[src/design/telemetry_delta_packetizer_macros.svh]
// assertion macros shared by the packetizer modules
// expects clk and rst_n in the scope of every use
`ifndef TELEMETRY_DELTA_PACKETIZER_MACROS_SVH
`define TELEMETRY_DELTA_PACKETIZER_MACROS_SVH

// same-cycle implication, sampled on clk, off while in reset
`define TDP_ASSERT_NOW(lbl, ante, cons, msg) \
  lbl: assert property (@(posedge clk) disable iff (!rst_n) (ante) |-> (cons)) \
    else $error(msg);

// next-cycle implication, sampled on clk, off while in reset
`define TDP_ASSERT_NEXT(lbl, ante, cons, msg) \
  lbl: assert property (@(posedge clk) disable iff (!rst_n) (ante) |=> (cons)) \
    else $error(msg);

`endif

[src/design/tdp_pkg.sv]
// shared types and constants of the telemetry delta packetizer
// no dependencies
package tdp_pkg;

  // widest snapshot the packet format can describe (one mask bit per byte)
  localparam int MAX_FIELDS = 8;

  typedef struct packed {
    logic [7:0] full_type;
    logic [7:0] diff_type;
    logic [7:0] version;
    logic [7:0] interval;
  } tdp_cfg_t;

  typedef struct packed {
    logic       cmd;
    logic [3:0] status_flags;
    logic [7:0] left_drive;
    logic [7:0] right_drive;
    logic [7:0] turret_rotation;
    logic [7:0] turret_elevation;
  } tdp_snap_t;

  // one packet as handed from the builder to the serializer
  typedef struct packed {
    logic                             full;
    logic [7:0]                       type_byte;
    logic [7:0]                       version;
    logic [MAX_FIELDS-1:0]            mask;
    logic [MAX_FIELDS-1:0][7:0]       data;
  } tdp_pkt_t;

endpackage

[src/design/tdp_cfg_regs.sv]
// apb-style configuration registers of the packetizer
// depends on tdp_pkg
module tdp_cfg_regs
  import tdp_pkg::*;
(
  input  logic        clk,
  input  logic        rst_n,
  input  logic        psel,
  input  logic        penable,
  input  logic        pwrite,
  input  logic [3:0]  paddr,
  input  logic [31:0] pwdata,
  output logic [31:0] prdata,
  output logic        pready,
  output tdp_cfg_t    cfg
);

  localparam logic [1:0] REG_FULL_TYPE = 2'd0;
  localparam logic [1:0] REG_DIFF_TYPE = 2'd1;
  localparam logic [1:0] REG_VERSION   = 2'd2;
  localparam logic [1:0] REG_INTERVAL  = 2'd3;

  tdp_cfg_t   cfg_r;
  logic       wr_en;
  logic [1:0] idx;

  assign pready = 1'b1;
  assign idx    = paddr[3:2];
  assign wr_en  = psel && penable && pwrite && pready;
  assign cfg    = cfg_r;

  always_ff @(posedge clk) begin
    if (!rst_n) begin
      cfg_r.full_type <= 8'd1;
      cfg_r.diff_type <= 8'd2;
      cfg_r.version   <= 8'd2;
      cfg_r.interval  <= 8'd10;
    end else if (wr_en) begin
      case (idx)
        REG_FULL_TYPE: cfg_r.full_type <= pwdata[7:0];
        REG_DIFF_TYPE: cfg_r.diff_type <= pwdata[7:0];
        REG_VERSION:   cfg_r.version   <= pwdata[7:0];
        REG_INTERVAL:  cfg_r.interval  <= pwdata[7:0];
        default: ;
      endcase
    end
  end

  always_comb begin
    case (idx)
      REG_FULL_TYPE: prdata = {24'd0, cfg_r.full_type};
      REG_DIFF_TYPE: prdata = {24'd0, cfg_r.diff_type};
      REG_VERSION:   prdata = {24'd0, cfg_r.version};
      REG_INTERVAL:  prdata = {24'd0, cfg_r.interval};
      default:       prdata = 32'd0;
    endcase
  end

endmodule

[src/design/tdp_builder.sv]
// packet decision and change mask, holds the stored snapshot and tick counter
// depends on tdp_pkg and the assertion macro header
`include "telemetry_delta_packetizer_macros.svh"
module tdp_builder
  import tdp_pkg::*;
#(
  parameter int NUM_FIELDS = 5
) (
  input  logic      clk,
  input  logic      rst_n,
  input  logic      fire,
  input  tdp_snap_t snap,
  input  tdp_cfg_t  cfg,
  output tdp_pkt_t  pkt
);

  logic [7:0] prev_r [NUM_FIELDS];
  logic       have_prev_r;
  logic [7:0] tick_r;
  logic [7:0] tick_nxt;
  logic [7:0] tick_inc;
  logic       full;

  logic [MAX_FIELDS-1:0][7:0] src;
  logic [MAX_FIELDS-1:0]      diff_mask;
  logic [MAX_FIELDS-1:0]      all_mask;

  always_comb begin
    src    = '0;
    src[0] = {4'd0, snap.status_flags};
    src[1] = snap.left_drive;
    src[2] = snap.right_drive;
    src[3] = snap.turret_rotation;
    src[4] = snap.turret_elevation;
  end

  genvar g;
  generate
    for (g = 0; g < MAX_FIELDS; g++) begin : g_field
      if (g < NUM_FIELDS) begin : g_used
        assign diff_mask[g] = (prev_r[g] != src[g]);
        assign all_mask[g]  = 1'b1;
        assign pkt.data[g]  = src[g];
        always_ff @(posedge clk) begin
          if (!rst_n) begin
            prev_r[g] <= 8'd0;
          end else if (fire) begin
            prev_r[g] <= src[g];
          end
        end
      end else begin : g_unused
        assign diff_mask[g] = 1'b0;
        assign all_mask[g]  = 1'b0;
        assign pkt.data[g]  = 8'd0;
      end
    end
  endgenerate

  assign tick_inc = tick_r + 8'd1;
  assign full     = snap.cmd || !have_prev_r || (tick_inc >= cfg.interval);
  assign tick_nxt = full ? 8'd0 : tick_inc;

  assign pkt.full      = full;
  assign pkt.type_byte = full ? cfg.full_type : cfg.diff_type;
  assign pkt.version   = cfg.version;
  assign pkt.mask      = full ? all_mask : diff_mask;

  always_ff @(posedge clk) begin
    if (!rst_n) begin
      have_prev_r <= 1'b0;
      tick_r      <= 8'd0;
    end else if (fire) begin
      have_prev_r <= 1'b1;
      tick_r      <= tick_nxt;
    end
  end

  `TDP_ASSERT_NEXT(a_full_clears_tick, fire && full, tick_r == 8'd0, "tick not cleared")
  `TDP_ASSERT_NEXT(a_prev_after_fire, fire, have_prev_r, "snapshot not marked stored")
  `TDP_ASSERT_NOW(a_diff_needs_prev, fire && !full, have_prev_r && !snap.cmd,
                  "diff packet without stored snapshot")

endmodule

[src/design/tdp_serializer.sv]
// packet register and byte-wide output sequencer
// depends on tdp_pkg and the assertion macro header
`include "telemetry_delta_packetizer_macros.svh"
module tdp_serializer
  import tdp_pkg::*;
(
  input  logic       clk,
  input  logic       rst_n,
  input  logic       load,
  input  tdp_pkt_t   pkt,
  output logic       load_ok,
  output logic       out_valid,
  input  logic       out_ready,
  output logic [7:0] out_byte,
  output logic       out_last
);

  localparam logic [1:0] PH_TYPE = 2'd0;
  localparam logic [1:0] PH_VER  = 2'd1;
  localparam logic [1:0] PH_MASK = 2'd2;
  localparam logic [1:0] PH_DATA = 2'd3;

  localparam int SW = $clog2(MAX_FIELDS);

  tdp_pkt_t              pkt_r;
  logic                  busy_r;
  logic [1:0]            phase_r;
  logic [1:0]            phase_nxt;
  logic [MAX_FIELDS-1:0] rem_r;
  logic [MAX_FIELDS-1:0] rem_drop;
  logic [SW-1:0]         sel;
  logic                  fire;

  // lowest pending field
  always_comb begin
    sel = '0;
    for (int i = MAX_FIELDS - 1; i >= 0; i--) begin
      if (rem_r[i]) sel = SW'(i);
    end
  end

  assign rem_drop = rem_r & (rem_r - MAX_FIELDS'(1));

  always_comb begin
    case (phase_r)
      PH_TYPE: begin
        out_byte  = pkt_r.type_byte;
        out_last  = 1'b0;
        phase_nxt = PH_VER;
      end
      PH_VER: begin
        out_byte  = pkt_r.version;
        out_last  = 1'b0;
        phase_nxt = pkt_r.full ? PH_DATA : PH_MASK;
      end
      PH_MASK: begin
        out_byte  = 8'(pkt_r.mask);
        out_last  = (rem_r == '0);
        phase_nxt = PH_DATA;
      end
      PH_DATA: begin
        out_byte  = pkt_r.data[sel];
        out_last  = (rem_drop == '0);
        phase_nxt = PH_DATA;
      end
      default: begin
        out_byte  = 8'd0;
        out_last  = 1'b0;
        phase_nxt = PH_TYPE;
      end
    endcase
  end

  assign out_valid = busy_r;
  assign fire      = busy_r && out_ready;
  assign load_ok   = !busy_r || (fire && out_last);

  always_ff @(posedge clk) begin
    if (!rst_n) begin
      busy_r  <= 1'b0;
      phase_r <= PH_TYPE;
    end else if (load) begin
      busy_r  <= 1'b1;
      phase_r <= PH_TYPE;
    end else if (fire) begin
      busy_r  <= !out_last;
      phase_r <= phase_nxt;
    end
  end

  always_ff @(posedge clk) begin
    if (load) begin
      pkt_r <= pkt;
      rem_r <= pkt.mask;
    end else if (fire && phase_r == PH_DATA) begin
      rem_r <= rem_drop;
    end
  end

  `TDP_ASSERT_NOW(a_data_pending, busy_r && phase_r == PH_DATA, rem_r != '0,
                  "data phase with no field left")
  `TDP_ASSERT_NEXT(a_done_goes_idle, fire && out_last && !load, !busy_r,
                   "sequencer busy after last byte")
  `TDP_ASSERT_NEXT(a_load_starts_type, load, busy_r && phase_r == PH_TYPE,
                   "packet did not start at type byte")

endmodule

[src/design/telemetry_delta_packetizer.sv]
// Telemetry delta packetizer. Each input item is a five-byte snapshot (status
// flags in byte 0, then left drive, right drive, turret rotation, turret
// elevation) with a command bit on in_tuser: 0 is a periodic tick, 1 forces a
// full snapshot. Each item produces one packet on the byte-wide output
// stream, out_tlast marking its final byte. A full packet is type, version and
// all NUM_FIELDS bytes; a diff packet is type, version, a changed mask and
// only the changed bytes in index order. A full packet is sent on a forced
// snapshot, when nothing is stored yet, or when the tick counter reaches
// full_interval. Timing: an item is taken into the input register, then the
// packet is decided and loaded into the output sequencer once that is free or
// sending its last byte; bytes leave one per cycle while out_tready is high.
// The byte-wide output sequencer sets the sustained rate: NUM_FIELDS + 2 bytes
// per full packet (7 at the default) and 3 + changed-byte count per diff packet
// (3 to 8), while the following item already waits in the input register.
// Configuration registers sit at byte addresses 0 (full type), 4 (diff type),
// 8 (version) and 12 (full interval); write them only while the block is idle.
// depends on tdp_pkg, tdp_cfg_regs, tdp_builder, tdp_serializer
module telemetry_delta_packetizer
  import tdp_pkg::*;
#(
  parameter int NUM_FIELDS = 5
) (
  input  logic        clk,
  input  logic        rst_n,
  // input item stream
  input  logic        in_tvalid,
  output logic        in_tready,
  // tdata from bit 0: status_flags[3:0], left_drive[11:4], right_drive[19:12],
  // turret_rotation[27:20], turret_elevation[35:28], zero fill [39:36]
  input  logic [39:0] in_tdata,
  // tuser: cmd
  input  logic        in_tuser,
  // packet byte stream
  output logic        out_tvalid,
  input  logic        out_tready,
  // tdata: packet_byte
  output logic [7:0]  out_tdata,
  // tlast: last_byte
  output logic        out_tlast,
  // configuration
  input  logic        cfg_psel,
  input  logic        cfg_penable,
  input  logic        cfg_pwrite,
  input  logic [3:0]  cfg_paddr,
  input  logic [31:0] cfg_pwdata,
  output logic [31:0] cfg_prdata,
  output logic        cfg_pready
);

  tdp_cfg_t  cfg;
  tdp_snap_t snap_r;
  tdp_pkt_t  pkt;
  logic      in_v_r;
  logic      load_ok;
  logic      build_fire;

  tdp_cfg_regs u_cfg (
    .clk     (clk),
    .rst_n   (rst_n),
    .psel    (cfg_psel),
    .penable (cfg_penable),
    .pwrite  (cfg_pwrite),
    .paddr   (cfg_paddr),
    .pwdata  (cfg_pwdata),
    .prdata  (cfg_prdata),
    .pready  (cfg_pready),
    .cfg     (cfg)
  );

  // the held item moves on as soon as the sequencer is free or finishing
  assign build_fire = in_v_r && load_ok;
  // the input register refills in the same cycle it is emptied
  assign in_tready  = !in_v_r || build_fire;

  always_ff @(posedge clk) begin
    if (!rst_n) begin
      in_v_r <= 1'b0;
    end else if (in_tready) begin
      in_v_r <= in_tvalid;
    end
  end

  // item payload, no reset needed
  always_ff @(posedge clk) begin
    if (in_tvalid && in_tready) begin
      snap_r.cmd              <= in_tuser;
      snap_r.status_flags     <= in_tdata[3:0];
      snap_r.left_drive       <= in_tdata[11:4];
      snap_r.right_drive      <= in_tdata[19:12];
      snap_r.turret_rotation  <= in_tdata[27:20];
      snap_r.turret_elevation <= in_tdata[35:28];
    end
  end

  tdp_builder #(
    .NUM_FIELDS (NUM_FIELDS)
  ) u_builder (
    .clk   (clk),
    .rst_n (rst_n),
    .fire  (build_fire),
    .snap  (snap_r),
    .cfg   (cfg),
    .pkt   (pkt)
  );

  tdp_serializer u_ser (
    .clk       (clk),
    .rst_n     (rst_n),
    .load      (build_fire),
    .pkt       (pkt),
    .load_ok   (load_ok),
    .out_valid (out_tvalid),
    .out_ready (out_tready),
    .out_byte  (out_tdata),
    .out_last  (out_tlast)
  );

endmodule

[config.mk]
export PLATFORM = sky130hd
export DESIGN_NAME = telemetry_delta_packetizer
export DESIGN_NICKNAME = d
export VERILOG_FILES = /design/src/design/tdp_pkg.sv /design/src/design/tdp_cfg_regs.sv /design/src/design/tdp_builder.sv /design/src/design/tdp_serializer.sv /design/src/design/telemetry_delta_packetizer.sv
export VERILOG_INCLUDE_DIRS = /design/src /design/src/design
export SDC_FILE = /design/constraint.sdc
export NUM_CORES = 1
export LEC_CHECK = 0
export BUFFER_PORTS_ARGS = -buffer_cell sky130_fd_sc_hd__buf_2
export CAP_MARGIN = 0
export CORE_UTILIZATION = 57
export DETAILED_ROUTE_END_ITERATION = 7
export PLACE_DENSITY = 0.8
export SKIP_CTS_REPAIR_TIMING = 1
export SLEW_MARGIN = 25
export SYNTH_ARGS = -nofsm -noshare
export SYNTH_HDL_FRONTEND = slang
export SYNTH_SLANG_ARGS = --single-unit
[constraint.sdc]
create_clock -name clk -period 4.5 [get_ports clk]
set_clock_uncertainty 0.1 [all_clocks]
set_input_delay 0.45 -clock clk [delete_from_list [all_inputs] [get_ports clk]]
set_output_delay 0.45 -clock clk [all_outputs]
set_load 0.05 [all_outputs]
Word level (Yosys, flattened, before mapping)
Memories as Yosys holds them, arrays and structs flattened.
Cells that the tools add are included.
{"block": "op_classes", "addsub": 2, "n_eq_ne": 11, "magnitude_cmp": 2, "reduce_logical": 28, "n_mux": 31, "n_bitwise": 7}
{"operator": "$pmux W32 S4", "count": 1}
{"operator": "$mux W8", "count": 10}
{"operator": "$ne A8 B8 Y1", "count": 4}
{"operator": "$pmux W8 S4", "count": 1}
{"operator": "$bmux W8 S3", "count": 1}
{"operator": "$mux W3", "count": 8}
{"operator": "$logic_not A8 Y1", "count": 2}
{"operator": "$add A8 B1 Y8 const B", "count": 1}
{"operator": "$and A8 B8 Y8", "count": 1}
{"operator": "$eq A2 B2 Y1 const B", "count": 4}
{"operator": "$ge A8 B8 Y1", "count": 1}
{"operator": "$ne A8 B4 Y1", "count": 1}
{"operator": "$reduce_and A2 Y1", "count": 4}
{"operator": "$sub A8 B1 Y8 const B", "count": 1}
{"operator": "$logic_and A1 B1 Y1", "count": 7}
{"operator": "$mux W1", "count": 7}
{"operator": "$pmux W2 S3", "count": 1}
{"operator": "$reduce_or A2 Y1", "count": 3}
{"operator": "$mux W5", "count": 1}
{"operator": "$or A1 B1 Y1", "count": 5}
{"operator": "$eq A2 B1 Y1 const B", "count": 2}
{"operator": "$logic_not A1 Y1", "count": 4}
{"operator": "$logic_not A2 Y1", "count": 2}
{"operator": "$logic_or A1 B1 Y1", "count": 4}
{"operator": "4 further kinds", "count": 5}
{"block": "word_totals", "regBits": 151, "ramBits": 40, "in_bits": 84, "word_cells": 107, "memories": 1}
{"memory": "u_builder.prev_r", "depth": 5, "width": 8, "rd": 5, "rd_ports_with_merged_regs": 0, "wr": 5, "line": "tdp_builder.sv:17", "rtl": "logic [7:0] prev_r [NUM_FIELDS];"}

Longest topological paths before layout
Gate-level depths: netlist of the first run.
{"block": "depth", "ltp_word": 11, "depth_mapped": 11, "depth_no_buf": 11}

Cells and area by module
A second synthesis of the first run with hierarchy kept.
{"block": "unflattened", "hier_cells": 770, "area_unflattened_um2": 10100.9}
{"module": "tdp_serializer", "seq_area_each_um2": 2972.9, "n_inst": 1, "area_each_um2": 4141.5, "cells_per_inst": 270}
{"module": "tdp_builder", "seq_area_each_um2": 1261.2, "n_inst": 1, "area_each_um2": 3144.3, "cells_per_inst": 298}
{"module": "tdp_cfg_regs", "seq_area_each_um2": 640.6, "n_inst": 1, "area_each_um2": 1639.1, "cells_per_inst": 159}
{"module": "telemetry_delta_packetizer", "seq_area_each_um2": 1131.1, "n_inst": 1, "area_each_um2": 1176.1, "cells_per_inst": 43}

Least setup slack after synthesis of the first run
No wires, ideal clock.
{"block": "synth_timing", "path_type": "register to register", "start": "reg u_ser.rem_r[3]", "end": "reg snap_r[0] in the netlist's numbering, enable pin", "path_buffers": 1, "t_arrival_ns": 3.250, "period_less_slack_ns": 3.747, "stages_incl_launch_ff": 8, "setup_time_ns": 0.398, "slack_ns": 0.753, "cell_sequence": "edfxtp_1 or4_4 o21ai_2 nand4_1 o31ai_4 buf_4 or2_1 and2_1"}
{"block": "synth_via", "elab_chain_len": 9, "word_cells_on_any_way": 10}
{"item": "start: declaration", "line": "tdp_serializer.sv:29", "rtl": "logic [MAX_FIELDS-1:0] rem_r;"}
{"item": "start signal: assignment", "line": "tdp_serializer.sv:94", "rtl": "rem_r <= pkt.mask;"}
{"item": "start signal: assignment", "line": "tdp_serializer.sv:96", "rtl": "rem_r <= rem_drop;"}
{"item": "$sub A8 B1 Y8", "line": "tdp_serializer.sv:42", "rtl": "assign rem_drop = rem_r & (rem_r - MAX_FIELDS'(1));"}
{"item": "$and A8 B8 Y8", "line": "tdp_serializer.sv:42"}
{"item": "$logic_not A8 Y1", "line": "tdp_serializer.sv:63", "rtl": "out_last = (rem_drop == '0);"}
{"item": "$pmux W1 S3 *", "line": "tdp_serializer.sv:45", "rtl": "case (phase_r)"}
{"item": "$logic_and A1 B1 Y1 *", "line": "tdp_serializer.sv:76", "rtl": "assign load_ok = !busy_r || (fire && out_last);"}
{"item": "$logic_or A1 B1 Y1 *", "line": "tdp_serializer.sv:76"}
{"item": "$logic_and A1 B1 Y1 *", "line": "telemetry_delta_packetizer.sv:71", "rtl": "assign build_fire = in_v_r && load_ok;"}
{"item": "$logic_or A1 B1 Y1 *", "line": "telemetry_delta_packetizer.sv:73", "rtl": "assign in_tready = !in_v_r || build_fire;"}
{"item": "net in_tready", "line": "telemetry_delta_packetizer.sv:27", "rtl": "output logic in_tready,"}
{"item": "$logic_and A1 B1 Y1 *", "line": "telemetry_delta_packetizer.sv:85", "rtl": "if (in_tvalid && in_tready) begin"}
{"item": "end: declaration", "line": "telemetry_delta_packetizer.sv:51", "rtl": "tdp_snap_t snap_r;"}
Mark *: on every way through the listed nets, which the timed path passes. The rest lies on a longest branch.
A chain may end at the register's enable or synchronous reset.

Worst setup path after layout of the first run
{"block": "layout_timing", "start": "reg u_ser.rem_r[2]", "end": "out in_tready"}
{"block": "layout_via", "elab_chain_len": 8, "word_cells_on_any_way": 9}
{"item": "$sub A8 B1 Y8", "line": "tdp_serializer.sv:42"}
{"item": "$and A8 B8 Y8", "line": "tdp_serializer.sv:42"}
{"item": "$logic_not A8 Y1", "line": "tdp_serializer.sv:63"}
{"item": "$pmux W1 S3 *", "line": "tdp_serializer.sv:45"}
{"item": "$logic_and A1 B1 Y1 *", "line": "tdp_serializer.sv:76"}
{"item": "$logic_or A1 B1 Y1 *", "line": "tdp_serializer.sv:76"}
{"item": "$logic_and A1 B1 Y1 *", "line": "telemetry_delta_packetizer.sv:71"}
{"item": "$logic_or A1 B1 Y1 *", "line": "telemetry_delta_packetizer.sv:73"}
{"item": "end: declaration", "line": "telemetry_delta_packetizer.sv:27"}
Every way passes the cells marked *; elsewhere a longest branch is shown, timed or not.

==> results of run 1 <==
## cells in the final DEF (no fill, tap or decap), types with 7 or more instances in the layout
cell and n:
edfxtp_1 139, buf_2 72, dfxtp_1 45, mux2i_1 43
nor2_1 41, and3_1 41, xor2_1 38, conb_1 25
nand2_1 23, inv_1 22, clkbuf_16 17, o21ai_0 16
nand3_1 15, a21oi_1 13, nor4_1 11, mux2_2 10
buf_4 10, ha_1 9, mux4_2 8, nand2b_1 7
## metal layers
metal	track usage (%)	vias to the layer above	routed length [um]	part of all wire, %
met5	0	-	0	0
met4	8.488	0	299	1.9
met3	5.993	28	823	5.1
met2	37.57	180	7930	49
met1	29.58	2526	7029	44
li1	-	2389	-	-
## report_power, final
group	total [mW]	internal (mW)	switching, mW
Sequential	1.96	1.91	0.0511
Clock	1.43	0.772	0.656
Combinational	0.316	0.0998	0.216
Total	3.71	2.79	0.923
## stage by stage
stage	hold WS (ns)	util [%]	cells	power, mW
6_report	0.07984	66.05	884	3.708
5_1_grt	0.06094	66.05	884	3.821
4_1_cts	0.06587	66.05	884	3.730
3_5_place_dp	0.3566	61.90	852	2.315
3_3_place_gp	0.3495	61.90	852	2.301
2_1_floorplan	0.3241	-	640	2.233
## cell families after synthesis
group / count (synthesis) / synth area share, %
AO/OA/AOI/OAI: 83 / 7.465
AND/OR/NAND/NOR: 159 / 10.25
other: 2 / 0.09200
multiplexers: 61 / 8.860
buffers and inverters: 75 / 5.027
flip-flops: 184 / 62.17
XOR/XNOR: 42 / 4.506
adder cells (fa/ha/maj): 11 / 1.625
## worst paths after layout
kind | startpoint | to | slack [ns] | cells after the start
hold / removal | in_tdata[32] | snap_r[4] | 0.08 | 1
setup reg to reg | u_ser.rem_r[2] | snap_r[6] | 1.04 | 8
setup / recovery | u_ser.rem_r[2] | in_tready | 0.80 | 7
hold reg to reg | u_cfg.cfg[10] | u_ser.pkt_r[74] | 0.38 | 0
## registers in the layout, summed over array words and instances, names as in the netlist
signal,count
u_builder.tick_r,8
snap_r,37
u_ser.rem_r,8
u_ser.phase_r,2
u_cfg.cfg,32
in_v_r,1
u_builder.have_prev_r,1
u_ser.out_valid,1
u_ser.pkt_r,58
u_builder.prev_r,36
## area by class of cell
cell class | instances | area [um^2] | share of cell area, %
Timing Repair Buffer | 84 | 475.5 | 5.166
Multi-Input combinational cell | 381 | 2764 | 30.03
Inverter | 23 | 86.33 | 0.9380
Sequential cell | 184 | 5075 | 55.14
Clock buffer | 17 | 425.4 | 4.622
Tap cell | 180 | 225.2 | 2.447
Clock inverter | 15 | 152.6 | 1.659
## worst max-delay path, cell delays in order (launching register included)
cell	delay (ns)
edfxtp_1	0.58
or4_4	0.62
o21ai_2	0.15
nand4_1	0.21
o31ai_4	0.51
buf_4	0.24
or2_1	0.13
buf_2	0.26
==> impl_metrics.prom, run 1 <==
# TYPE chip_impl_metric gauge
chip_impl_metric{name="tritoncts.num_buffers",unit=""} 17
chip_impl_metric{name="arr_time_crit_path",unit="ns"} 3.15
chip_impl_metric{name="first_global_vias",unit=""} 4919
chip_impl_metric{name="route.detailed.drc",unit=""} 0
chip_impl_metric{name="gpl.final_weighted_congestion",unit=""} 0.9178
chip_impl_metric{name="globalRoute.totalOverflow",unit=""} 0
chip_impl_info{name="post_synth_most_frequent_cells",value="edfxtp_1 (139), dfxtp_1 (45), mux2i_1 (43), and3_1 (41), nor2_1 (41)"} 1
chip_impl_metric{name="period_share",unit="%"} 82.22
chip_impl_info{name="synth_largest_area_cell",value="edfxtp_1"} 1
chip_impl_metric{name="first_iter_violations",unit=""} 372
chip_impl_metric{name="first_pass_grt_wire_length",unit="mm"} 24.90
chip_impl_metric{name="postSynthCellCount",unit=""} 617
chip_impl_metric{name="design.core.area",unit="um^2"} 13930
chip_impl_info{name="worst_setup_path_end_kind",value="output port"} 1
chip_impl_metric{name="antenna_found_initial",unit=""} 0
chip_impl_info{name="cts_tree",value="done"} 1
chip_impl_metric{name="layout_min_cycle_time",unit="ns"} 3.700
chip_impl_metric{name="drive_above_1_share",unit="%"} 20.60
chip_impl_metric{name="avgRoutedWirePerCell",unit="um"} 18.19
chip_impl_metric{name="count_of_flip_flops_with_a_built_in_enable_after_synthesis",unit=""} 139
chip_impl_info{name="status",value="completed"} 1
chip_impl_metric{name="ctsHtreeMaxLevel",unit=""} 4
chip_impl_metric{name="worst_slack",unit="ns"} 0.8001
chip_impl_metric{name="setup_viol_count_final",unit=""} 0
chip_impl_metric{name="detailedPlace.worstSlack",unit="ns"} 1.049
chip_impl_metric{name="clock.fmax",unit="MHz"} 270.3
chip_impl_metric{name="drt_pass1_iterations",unit=""} 5
chip_impl_metric{name="synth_seq_area_share",unit="%"} 62.17
chip_impl_metric{name="grt_start_max_net_pins",unit=""} 57
chip_impl_metric{name="dpl.hpwl",unit="mm"} 11.17
chip_impl_info{name="postSynth.topFlopCell",value="edfxtp_1"} 1
chip_impl_metric{name="drt-total-wl",unit="mm"} 16.08
chip_impl_metric{name="cp_data_required_time",unit="ns"} 3.95
chip_impl_metric{name="power_density",unit="nW/um^2"} 402.9
chip_impl_metric{name="hold_viol",unit=""} 0
chip_impl_info{name="timing.setup.critical_path_class",value="flop to output port"} 1
chip_impl_metric{name="report.final.slew_viol_count",unit=""} 0
chip_impl_metric{name="fin_setup_tns",unit="ns"} 0
chip_impl_metric{name="number_of_primary_i_o_pins",unit=""} 128
chip_impl_metric{name="syn-mean-instance-area",unit="um^2"} 13.23
chip_impl_metric{name="cp_max_fo",unit=""} 12
chip_impl_metric{name="clock_sinks",unit=""} 184
chip_impl_metric{name="via_count",unit=""} 5123
chip_impl_info{name="clockRootBuffer",value="clkbuf_16"} 1
chip_impl_info{name="startpoint_type",value="flop"} 1
chip_impl_metric{name="post-synth-top-area-fraction",unit="%"} 51.13
chip_impl_metric{name="grt_use_total",unit="%"} 23.00
chip_impl_metric{name="final_cell_area",unit="um^2"} 9204
chip_impl_metric{name="timing.max_slew.rel_slack",unit="%"} 31.36
chip_impl_metric{name="vdd.ir_drop.worst",unit="V"} 0.0005878
chip_impl_metric{name="initial_core_util",unit="%"} 58.58
chip_impl_metric{name="layout.nets",unit=""} 784
chip_impl_metric{name="fp.dieArea",unit="um^2"} 14800
chip_impl_metric{name="synth.yosys.warnings",unit=""} 0
chip_impl_metric{name="power.leakage",unit="nW"} 3.750
chip_impl_info{name="synth_most_common_cell",value="edfxtp_1"} 1
chip_impl_metric{name="portBuffers",unit=""} 72
chip_impl_metric{name="clock_slew_seen_by_the_registers_of_the_worst_setup_and_hold_paths",unit="ns"} 0.07
chip_impl_metric{name="post_synth_instance_area",unit="um^2"} 8163
chip_impl_metric{name="yosysUniqueCellTypes",unit=""} 55
chip_impl_metric{name="die_boundary_height",unit="um"} 121.7
chip_impl_info{name="setup_repair_after_global_routing_missed_its_margin",value="false"} 1
chip_impl_metric{name="antenna_cells_inserted",unit=""} 0
chip_impl_metric{name="synth_seq_cells",unit=""} 184
chip_impl_metric{name="post_drt_via_cell_ratio",unit=""} 5.795
chip_impl_info{name="top_cells_by_area_in_the_synthesized_netlist",value="edfxtp_1 (51%), dfxtp_1 (11%), mux2i_1 (5.3%)"} 1
chip_impl_metric{name="synth-async-reset-ratio",unit="%"} 0
chip_impl_metric{name="ant_nets",unit=""} 0
chip_impl_metric{name="cts_max_path_buffers",unit=""} 2
chip_impl_metric{name="drv_cap",unit=""} 0
chip_impl_metric{name="area.growth.synth_to_final",unit="%"} 12.75
chip_impl_info{name="min-delay-path-class",value="primary input to flop"} 1
chip_impl_metric{name="placement.cell_area",unit="um^2"} 8626
chip_impl_metric{name="fillers",unit=""} 1001
chip_impl_metric{name="die_w",unit="um"} 121.7
chip_impl_metric{name="transition_time_of_the_tightest_slew_check_pin",unit="ns"} 1.029
chip_impl_metric{name="rows",unit=""} 43
chip_impl_metric{name="later_pin_clock_latency_in_the_skew_report",unit="ns"} 0.44
Power figures use the tool's default switching activity.
==> run 2: changes to the inputs <==
--- a/config.mk
+++ b/config.mk
@@ -8,9 +8,9 @@
 export LEC_CHECK = 0
 export BUFFER_PORTS_ARGS = -buffer_cell sky130_fd_sc_hd__buf_2
 export CAP_MARGIN = 0
-export CORE_UTILIZATION = 57
+export CORE_UTILIZATION = 51
 export DETAILED_ROUTE_END_ITERATION = 7
-export PLACE_DENSITY = 0.8
+export PLACE_DENSITY = 0.76
 export SKIP_CTS_REPAIR_TIMING = 1
 export SLEW_MARGIN = 25
 export SYNTH_ARGS = -nofsm -noshare
==> constraint.sdc (replaced) <==
create_clock -name clk -period 3.1 [get_ports clk]
set_clock_uncertainty 0.1 [all_clocks]
set_input_delay 0.31 -clock clk [delete_from_list [all_inputs] [get_ports clk]]
set_output_delay 0.31 -clock clk [all_outputs]
set_load 0.05 [all_outputs]
==> run 2 against run 1 <==
Register-to-register slack worse by 0.92 ns. Cell area up 6.0%. Sequential power up 45%. Worst setup slack worse by 0.76 ns. Global-route usage down 2.3 points. Via count up 1.9%. Die area up 12%. Largest power group unchanged. Highest routed layer unchanged.
==> impl_metrics.prom, run 2 (synthesis gave the netlist of run 1 again) <==
# TYPE chip_impl_metric gauge
chip_impl_info{name="status",value="completed"} 1
chip_impl_metric{name="timing.max_slew.rel_slack",unit="%"} 30.76
chip_impl_info{name="chain_of_cells_forming_the_critical_path",value="nor4_4 -> nand2_2 -> maj3_1 -> o31ai_4 -> or2_2 -> buf_4"} 1
chip_impl_metric{name="drv_cap",unit=""} 0
chip_impl_metric{name="ff2ff_path_depth",unit=""} 9
chip_impl_metric{name="cts_max_path_buffers",unit=""} 2
chip_impl_metric{name="arr_time_crit_path",unit="ns"} 2.65
chip_impl_metric{name="avgRoutedWirePerCell",unit="um"} 17.10
chip_impl_info{name="rr_startpoint",value="u_ser.rem_r[0]"} 1
chip_impl_metric{name="drt-total-wl",unit="mm"} 16.47
chip_impl_metric{name="final_cell_area",unit="um^2"} 9758
chip_impl_metric{name="largest_register_ff_count",unit=""} 58
chip_impl_metric{name="first_global_vias",unit=""} 4955
chip_impl_metric{name="first_pass_grt_wire_length",unit="mm"} 25.42
chip_impl_metric{name="setup_viol_count_final",unit=""} 0
chip_impl_metric{name="cp_max_fo",unit=""} 6
chip_impl_metric{name="pwr-share-clk",unit="%"} 38.6
chip_impl_info{name="startpoint_type",value="flop"} 1
chip_impl_metric{name="fp.dieArea",unit="um^2"} 16520
chip_impl_info{name="most-common-layout-cells",value="edfxtp_1 (139), buf_2 (68), dfxtp_1 (45)"} 1
chip_impl_metric{name="regToRegSetupSlack",unit="ns"} 0.12
chip_impl_metric{name="cell_int_power",unit="mW"} 4.167
chip_impl_metric{name="ant_nets",unit=""} 0
chip_impl_metric{name="design_power_total",unit="mW"} 5.485
chip_impl_metric{name="later_pin_clock_latency_in_the_skew_report",unit="ns"} 0.44
chip_impl_metric{name="gpl.final_weighted_congestion",unit=""} 0.9155
chip_impl_metric{name="route.detailed.drc",unit=""} 0
chip_impl_metric{name="transition_time_of_the_tightest_slew_check_pin",unit="ns"} 1.037
chip_impl_metric{name="cp_data_required_time",unit="ns"} 2.69
chip_impl_metric{name="p_sw_share",unit="%"} 24.03
chip_impl_info{name="max_flop_register",value="u_ser.pkt_r"} 1
chip_impl_info{name="worstHoldStart",value="in_tvalid"} 1
chip_impl_metric{name="power_density",unit="nW/um^2"} 562.1
chip_impl_metric{name="drt_pass1_iterations",unit=""} 5
chip_impl_info{name="final_common_cell",value="edfxtp_1"} 1
chip_impl_metric{name="clock_slew_seen_by_the_registers_of_the_worst_setup_and_hold_paths",unit="ns"} 0.07
chip_impl_metric{name="globalRoute.totalOverflow",unit=""} 0
chip_impl_metric{name="antenna_cells_inserted",unit=""} 0
chip_impl_metric{name="initial_core_util",unit="%"} 52.91
chip_impl_metric{name="post_drt_via_cell_ratio",unit=""} 5.418
chip_impl_info{name="min-delay-path-class",value="primary input to flop"} 1
chip_impl_metric{name="vdd.ir_drop.worst",unit="V"} 0.0003711
chip_impl_metric{name="power.share.sequential",unit="%"} 51.9
chip_impl_metric{name="dpl.hpwl",unit="mm"} 11.21
chip_impl_metric{name="number_of_primary_i_o_pins",unit=""} 128
chip_impl_info{name="hold_path_end",value="in_v_r"} 1
chip_impl_info{name="timing.setup.critical_path_class",value="flop to output port"} 1
chip_impl_info{name="reg_top3",value="u_ser.pkt_r: 58 flops, snap_r: 37 flops, u_builder.prev_r: 36 flops"} 1
chip_impl_metric{name="layout_min_cycle_time",unit="ns"} 3.057
chip_impl_metric{name="hold_depth",unit=""} 3
chip_impl_metric{name="layout.nets",unit=""} 833
chip_impl_metric{name="hold_viol",unit=""} 0
chip_impl_metric{name="p_sw",unit="mW"} 1.318
chip_impl_metric{name="via_count",unit=""} 5218
chip_impl_metric{name="critPathMaxStageDelay",unit="ns"} 0.51
chip_impl_metric{name="period_share",unit="%"} 98.60
chip_impl_metric{name="tritoncts.num_buffers",unit=""} 17
chip_impl_info{name="clockRootBuffer",value="clkbuf_16"} 1
chip_impl_metric{name="die_w",unit="um"} 128.5
chip_impl_info{name="cts_tree",value="done"} 1
chip_impl_metric{name="area.growth.synth_to_final",unit="%"} 19.54
chip_impl_metric{name="antenna_found_initial",unit=""} 0
chip_impl_metric{name="grt_use_total",unit="%"} 20.74
chip_impl_metric{name="die_boundary_height",unit="um"} 128.5
chip_impl_metric{name="rows",unit=""} 45
chip_impl_metric{name="report.final.slew_viol_count",unit=""} 0
chip_impl_metric{name="power.leakage",unit="nW"} 3.986
chip_impl_info{name="worst_setup_path_end_kind",value="output port"} 1
chip_impl_info{name="worst_r2r_end",value="u_builder.prev_r[1][3]"} 1
chip_impl_metric{name="pwr-share-comb",unit="%"} 9.5
chip_impl_metric{name="design.core.area",unit="um^2"} 15430
chip_impl_metric{name="grt_start_max_net_pins",unit=""} 56
chip_impl_metric{name="final_util",unit="%"} 63.25
chip_impl_metric{name="clock.fmax",unit="MHz"} 327.2
chip_impl_metric{name="drive_above_1_share",unit="%"} 21.54
chip_impl_metric{name="first_iter_violations",unit=""} 527
chip_impl_metric{name="clock_sinks",unit=""} 184
chip_impl_metric{name="ctsHtreeMaxLevel",unit=""} 4
chip_impl_info{name="cpMaxStageDelayCell",value="edfxtp_1"} 1
chip_impl_metric{name="placement.cell_area",unit="um^2"} 8725
chip_impl_metric{name="portBuffers",unit=""} 72
## run 2: changes by cell type in the layout (fill, tap and decap cells not counted), sizes merged
cell	delta
buf	+9
bufinv	+1
clkbuf	+5
clkinv	-5
dlygate4sd3	+37
inv	+1
## run 2: area by class of cell
type                       count  area [um^2]
fill                        1157         5669
clock buffer                  19        432.9
timing repair buffer         133        958.4
tap                          211        264.0
inverter                      23        86.33
multi-input combinational    381         2793
sequential                   184         5075
clock inverter                12        148.9
## run 2: layer usage
| metal | vias to the layer above | track usage (%) | wire (um) |
|---|---|---|---|
| met3 | 39 | 4.906 | 1039 |
| li1 | 2478 | - | - |
| met2 | 188 | 33.93 | 8156 |
| met5 | - | 0 | 0 |
| met1 | 2513 | 26.47 | 6918 |
| met4 | 0 | 9.066 | 357 |
## run 2: stage by stage
| stage | hold WS (ns) | setup slack, ns | cells | setup TNS, ns |
|---|---|---|---|---|
| floorplan | 0.3089 | 0.05647 | 640 | 0 |
| global placement | 0.3543 | 0.2547 | 889 | 0 |
| detailed placement | 0.3592 | 0.1893 | 889 | 0 |
| CTS | -0.07033 | -0.09095 | 920 | -0.09095 |
| global route | 0.01631 | -0.06063 | 963 | -0.1543 |
| finish | 0.01535 | 0.04332 | 963 | 0 |
## run 2: worst max path at each step
| stage | from | to | cells past startpoint |
|---|---|---|---|
| 4_1_cts | u_ser.rem_r[3] | in_tready | 6 |
| 5_1_grt | u_ser.rem_r[5] | out_tdata[6] | 8 |
| 3_3_place_gp | u_ser.rem_r[3] | u_ser.pkt_r[0] | 7 |
| 2_1_floorplan | u_ser.rem_r[3] | u_builder.prev_r[0][0] | 6 |
| 6_report | u_ser.rem_r[0] | in_tready | 6 |
| 3_5_place_dp | u_ser.rem_r[3] | u_builder.prev_r[2][4] | 8 |
## run 2: power groups by stage
stage / Clock, mW / Combinational (mW) / Sequential [mW]
finish: 2.12 / 0.522 / 2.85
floorplan: 0 / 0.362 / 2.88
detailed placement: 0 / 0.470 / 2.90
CTS: 2.15 / 0.473 / 2.85
global route: 2.26 / 0.563 / 2.86
global placement: 0 / 0.456 / 2.89
## run 2: worst max-delay path, delay by kind of cell, from the launching register on
family                   cells  cell delay (ns)
flip-flops                   1             0.51
AO/OA/AOI/OAI                1             0.35
adder cells (fa/ha/maj)      1             0.42
AND/OR/NAND/NOR              3             0.73
buffers and inverters        1             0.20
==> run 3: changes to the inputs <==
--- a/config.mk
+++ b/config.mk
@@ -8,11 +8,10 @@
 export LEC_CHECK = 0
 export BUFFER_PORTS_ARGS = -buffer_cell sky130_fd_sc_hd__buf_2
 export CAP_MARGIN = 0
-export CORE_UTILIZATION = 51
+export CORE_UTILIZATION = 40
+export CTS_BUF_LIST = sky130_fd_sc_hd__clkbuf_8
 export DETAILED_ROUTE_END_ITERATION = 7
-export PLACE_DENSITY = 0.76
 export SKIP_CTS_REPAIR_TIMING = 1
-export SLEW_MARGIN = 25
 export SYNTH_ARGS = -nofsm -noshare
 export SYNTH_HDL_FRONTEND = slang
 export SYNTH_SLANG_ARGS = --single-unit
==> run 3 against run 2 <==
Critical path depth unchanged. Fmax up 1.1%. Total power down 8.2%. Via count down 1.1%. Sequential power about the same. Core utilization down 14 points. Routed wire length up 4.4%. Combinational power up 1%. Critical endpoint unchanged. Cell count up 5.7%. Die area up 27%. Clock power down 22%. Non-clock buffer count up 1.
==> impl_metrics.prom, run 3 (synthesis gave the netlist of run 1 again) <==
# TYPE chip_impl_metric gauge
chip_impl_info{name="timing.setup.critical_path_class",value="flop to output port"} 1
chip_impl_metric{name="pwr-share-clk",unit="%"} 33.0
chip_impl_info{name="startpoint_type",value="flop"} 1
chip_impl_metric{name="largest_register_ff_count",unit=""} 58
chip_impl_metric{name="arr_time_crit_path",unit="ns"} 2.61
chip_impl_metric{name="area.growth.synth_to_final",unit="%"} 18.85
chip_impl_metric{name="die_boundary_height",unit="um"} 144.9
chip_impl_metric{name="clock_sinks",unit=""} 184
chip_impl_metric{name="power.leakage",unit="nW"} 3.936
chip_impl_metric{name="cp_data_required_time",unit="ns"} 2.69
chip_impl_info{name="setup_repair_after_global_routing_missed_its_margin",value="true"} 1
chip_impl_metric{name="first_pass_grt_wire_length",unit="mm"} 26.36
chip_impl_metric{name="design.core.area",unit="um^2"} 19720
chip_impl_metric{name="non_filler_instances",unit=""} 1018
chip_impl_metric{name="transition_time_of_the_tightest_slew_check_pin",unit="ns"} 1.001
chip_impl_info{name="critPathLaunch",value="u_ser.rem_r[2]"} 1
chip_impl_metric{name="timing.max_slew.rel_slack",unit="%"} 32.87
chip_impl_metric{name="initial_core_util",unit="%"} 41.40
chip_impl_metric{name="globalRoute.totalOverflow",unit=""} 0
chip_impl_metric{name="tritoncts.num_buffers",unit=""} 17
chip_impl_metric{name="regToRegSetupSlack",unit="ns"} 0.17
chip_impl_metric{name="power.share.sequential",unit="%"} 56.5
chip_impl_metric{name="ant_nets",unit=""} 0
chip_impl_metric{name="antenna_cells_inserted",unit=""} 0
chip_impl_metric{name="regArea",unit="um^2"} 5076
chip_impl_metric{name="cp_max_fo",unit=""} 5
chip_impl_info{name="clockRootBuffer",value="clkbuf_8"} 1
chip_impl_info{name="reg_top3",value="u_ser.pkt_r: 58 flops, snap_r: 37 flops, u_builder.prev_r: 36 flops"} 1
chip_impl_metric{name="setup_viol_count_final",unit=""} 0
chip_impl_info{name="timing.critical_path.to",value="in_tready"} 1
chip_impl_metric{name="avgRoutedWirePerCell",unit="um"} 16.89
chip_impl_info{name="final_common_cell",value="edfxtp_1"} 1
chip_impl_metric{name="gpl.final_weighted_congestion",unit=""} 0.8773
chip_impl_metric{name="placed_cells",unit=""} 943
chip_impl_metric{name="later_pin_clock_latency_in_the_skew_report",unit="ns"} 0.45
chip_impl_metric{name="report.final.slew_viol_count",unit=""} 0
chip_impl_metric{name="rows",unit=""} 51
chip_impl_metric{name="first_iter_violations",unit=""} 294
chip_impl_metric{name="multi_input_comb_area",unit="um^2"} 2814
chip_impl_metric{name="portBuffers",unit=""} 72
chip_impl_metric{name="drive_above_1_share",unit="%"} 21.78
chip_impl_info{name="rr_startpoint",value="u_ser.rem_r[2]"} 1
chip_impl_metric{name="number_of_primary_i_o_pins",unit=""} 128
chip_impl_metric{name="fp.dieArea",unit="um^2"} 20980
chip_impl_metric{name="p_sw_share",unit="%"} 25.05
chip_impl_metric{name="ff2ff_path_depth",unit=""} 9
chip_impl_metric{name="drv_cap",unit=""} 0
chip_impl_metric{name="fillers",unit=""} 1727
chip_impl_metric{name="first_global_vias",unit=""} 4883
chip_impl_metric{name="p_sw",unit="mW"} 1.262
chip_impl_info{name="most-common-layout-cells",value="edfxtp_1 (139), buf_2 (68), dfxtp_1 (44)"} 1
chip_impl_metric{name="cts_max_path_buffers",unit=""} 2
chip_impl_metric{name="die_w",unit="um"} 144.9
chip_impl_metric{name="antenna_found_initial",unit=""} 0
chip_impl_metric{name="fin_worst_hold_slack",unit="ns"} 0.04315
chip_impl_info{name="cts_tree",value="done"} 1
chip_impl_info{name="max_flop_register",value="u_ser.pkt_r"} 1
chip_impl_metric{name="drt-total-wl",unit="mm"} 17.19
chip_impl_metric{name="drt_pass1_iterations",unit=""} 4
chip_impl_info{name="status",value="completed"} 1
chip_impl_metric{name="post_drt_via_cell_ratio",unit=""} 5.069
chip_impl_metric{name="via_count",unit=""} 5160
chip_impl_metric{name="hold_viol",unit=""} 0
chip_impl_info{name="min-delay-path-class",value="primary input to flop"} 1
chip_impl_metric{name="cell_int_power",unit="mW"} 3.775
chip_impl_metric{name="grt_use_total",unit="%"} 17.18
chip_impl_metric{name="dpl.hpwl",unit="mm"} 12.10
chip_impl_metric{name="layout_min_cycle_time",unit="ns"} 3.025
chip_impl_metric{name="layout.nets",unit=""} 834
chip_impl_metric{name="grt_start_max_net_pins",unit=""} 57
chip_impl_metric{name="route.detailed.drc",unit=""} 0
chip_impl_info{name="worst_setup_path_end_kind",value="output port"} 1
chip_impl_metric{name="clock.fmax",unit="MHz"} 330.6
chip_impl_metric{name="vdd.ir_drop.worst",unit="V"} 0.0002692
chip_impl_metric{name="pwr-share-comb",unit="%"} 10.5
chip_impl_metric{name="period_share",unit="%"} 97.57
chip_impl_metric{name="power_density",unit="nW/um^2"} 519.1
chip_impl_metric{name="ctsHtreeMaxLevel",unit=""} 4
chip_impl_metric{name="clock_slew_seen_by_the_registers_of_the_worst_setup_and_hold_paths",unit="ns"} 0.09
chip_impl_info{name="worst_r2r_end",value="u_builder.prev_r[4][7]"} 1
==> run 3: cell count changes in the layout (fill, tap and decap cells not counted), sizes merged <==
cell / change
bufinv: +1
dlygate4sd3: +2
clkbuf: -3
clkinv: +1
inv: +3
clkinvlp: -3
==> run 3: metrics by stage <==
step                utilization, %  instance area (um^2)  worst slack [ns]  power, mW  TNS [ns]
floorplan                        -                  8252           0.05647      3.241         0
finish                       49.20                  9702           0.07529      5.036         0
CTS                          46.72                  9211           -0.1549      5.043   -0.1549
global placement             44.65                  8805            0.2535      3.364         0
detailed placement           44.65                  8805            0.1801      3.381         0
global route                 49.20                  9702          -0.05283      5.246  -0.07438
==> run 3: cell type report <==
class | count | area share, %
Multi-Input combinational cell | 381 | 29.00
Timing Repair Buffer | 134 | 10.18
Sequential cell | 184 | 52.32
Clock buffer | 17 | 2.412
Inverter | 23 | 0.8899
Clock inverter | 14 | 1.780
Tap cell | 265 | 3.418
==> run 3: how the worst min path moves through the flow <==
stage	slack (ns)	cells after the start	startpoint	endpoint
after floorplan	0.31	0	in_tdata[28]	snap_r[0]
after global placement	0.34	0	u_cfg.cfg[9]	u_ser.pkt_r[73]
after detailed placement	0.35	0	u_cfg.cfg[11]	u_ser.pkt_r[75]
after CTS	-0.11	1	in_tdata[24]	snap_r[12]
after global routing	0.01	3	cfg_pwdata[4]	u_cfg.cfg[4]
final	0.04	3	cfg_pwdata[0]	u_cfg.cfg[24]
==> run 3: layer usage <==
layer	wire [um]	global-route usage, %	up-vias
met3	733	3.751	14
met1	8021	23.34	2521
met4	221	6.094	0
li1	-	-	2481
met2	8213	27.05	144
met5	0	0	-
==> run 3: power by group through the flow <==
stage | Clock (mW) | Sequential (mW) | Combinational, mW
global route | 1.81 | 2.86 | 0.570
detailed placement | 0 | 2.91 | 0.474
floorplan | 0 | 2.88 | 0.362
finish | 1.66 | 2.85 | 0.527
global placement | 0 | 2.90 | 0.463
CTS | 1.72 | 2.85 | 0.475
==> run 3: critical path, stage by stage (launching register included) <==
cell	delay, ns
edfxtp_1	0.49
or4_4	0.59
o21ai_2	0.16
nand4_1	0.18
o31ai_4	0.35
or2_4	0.20
buf_4	0.19
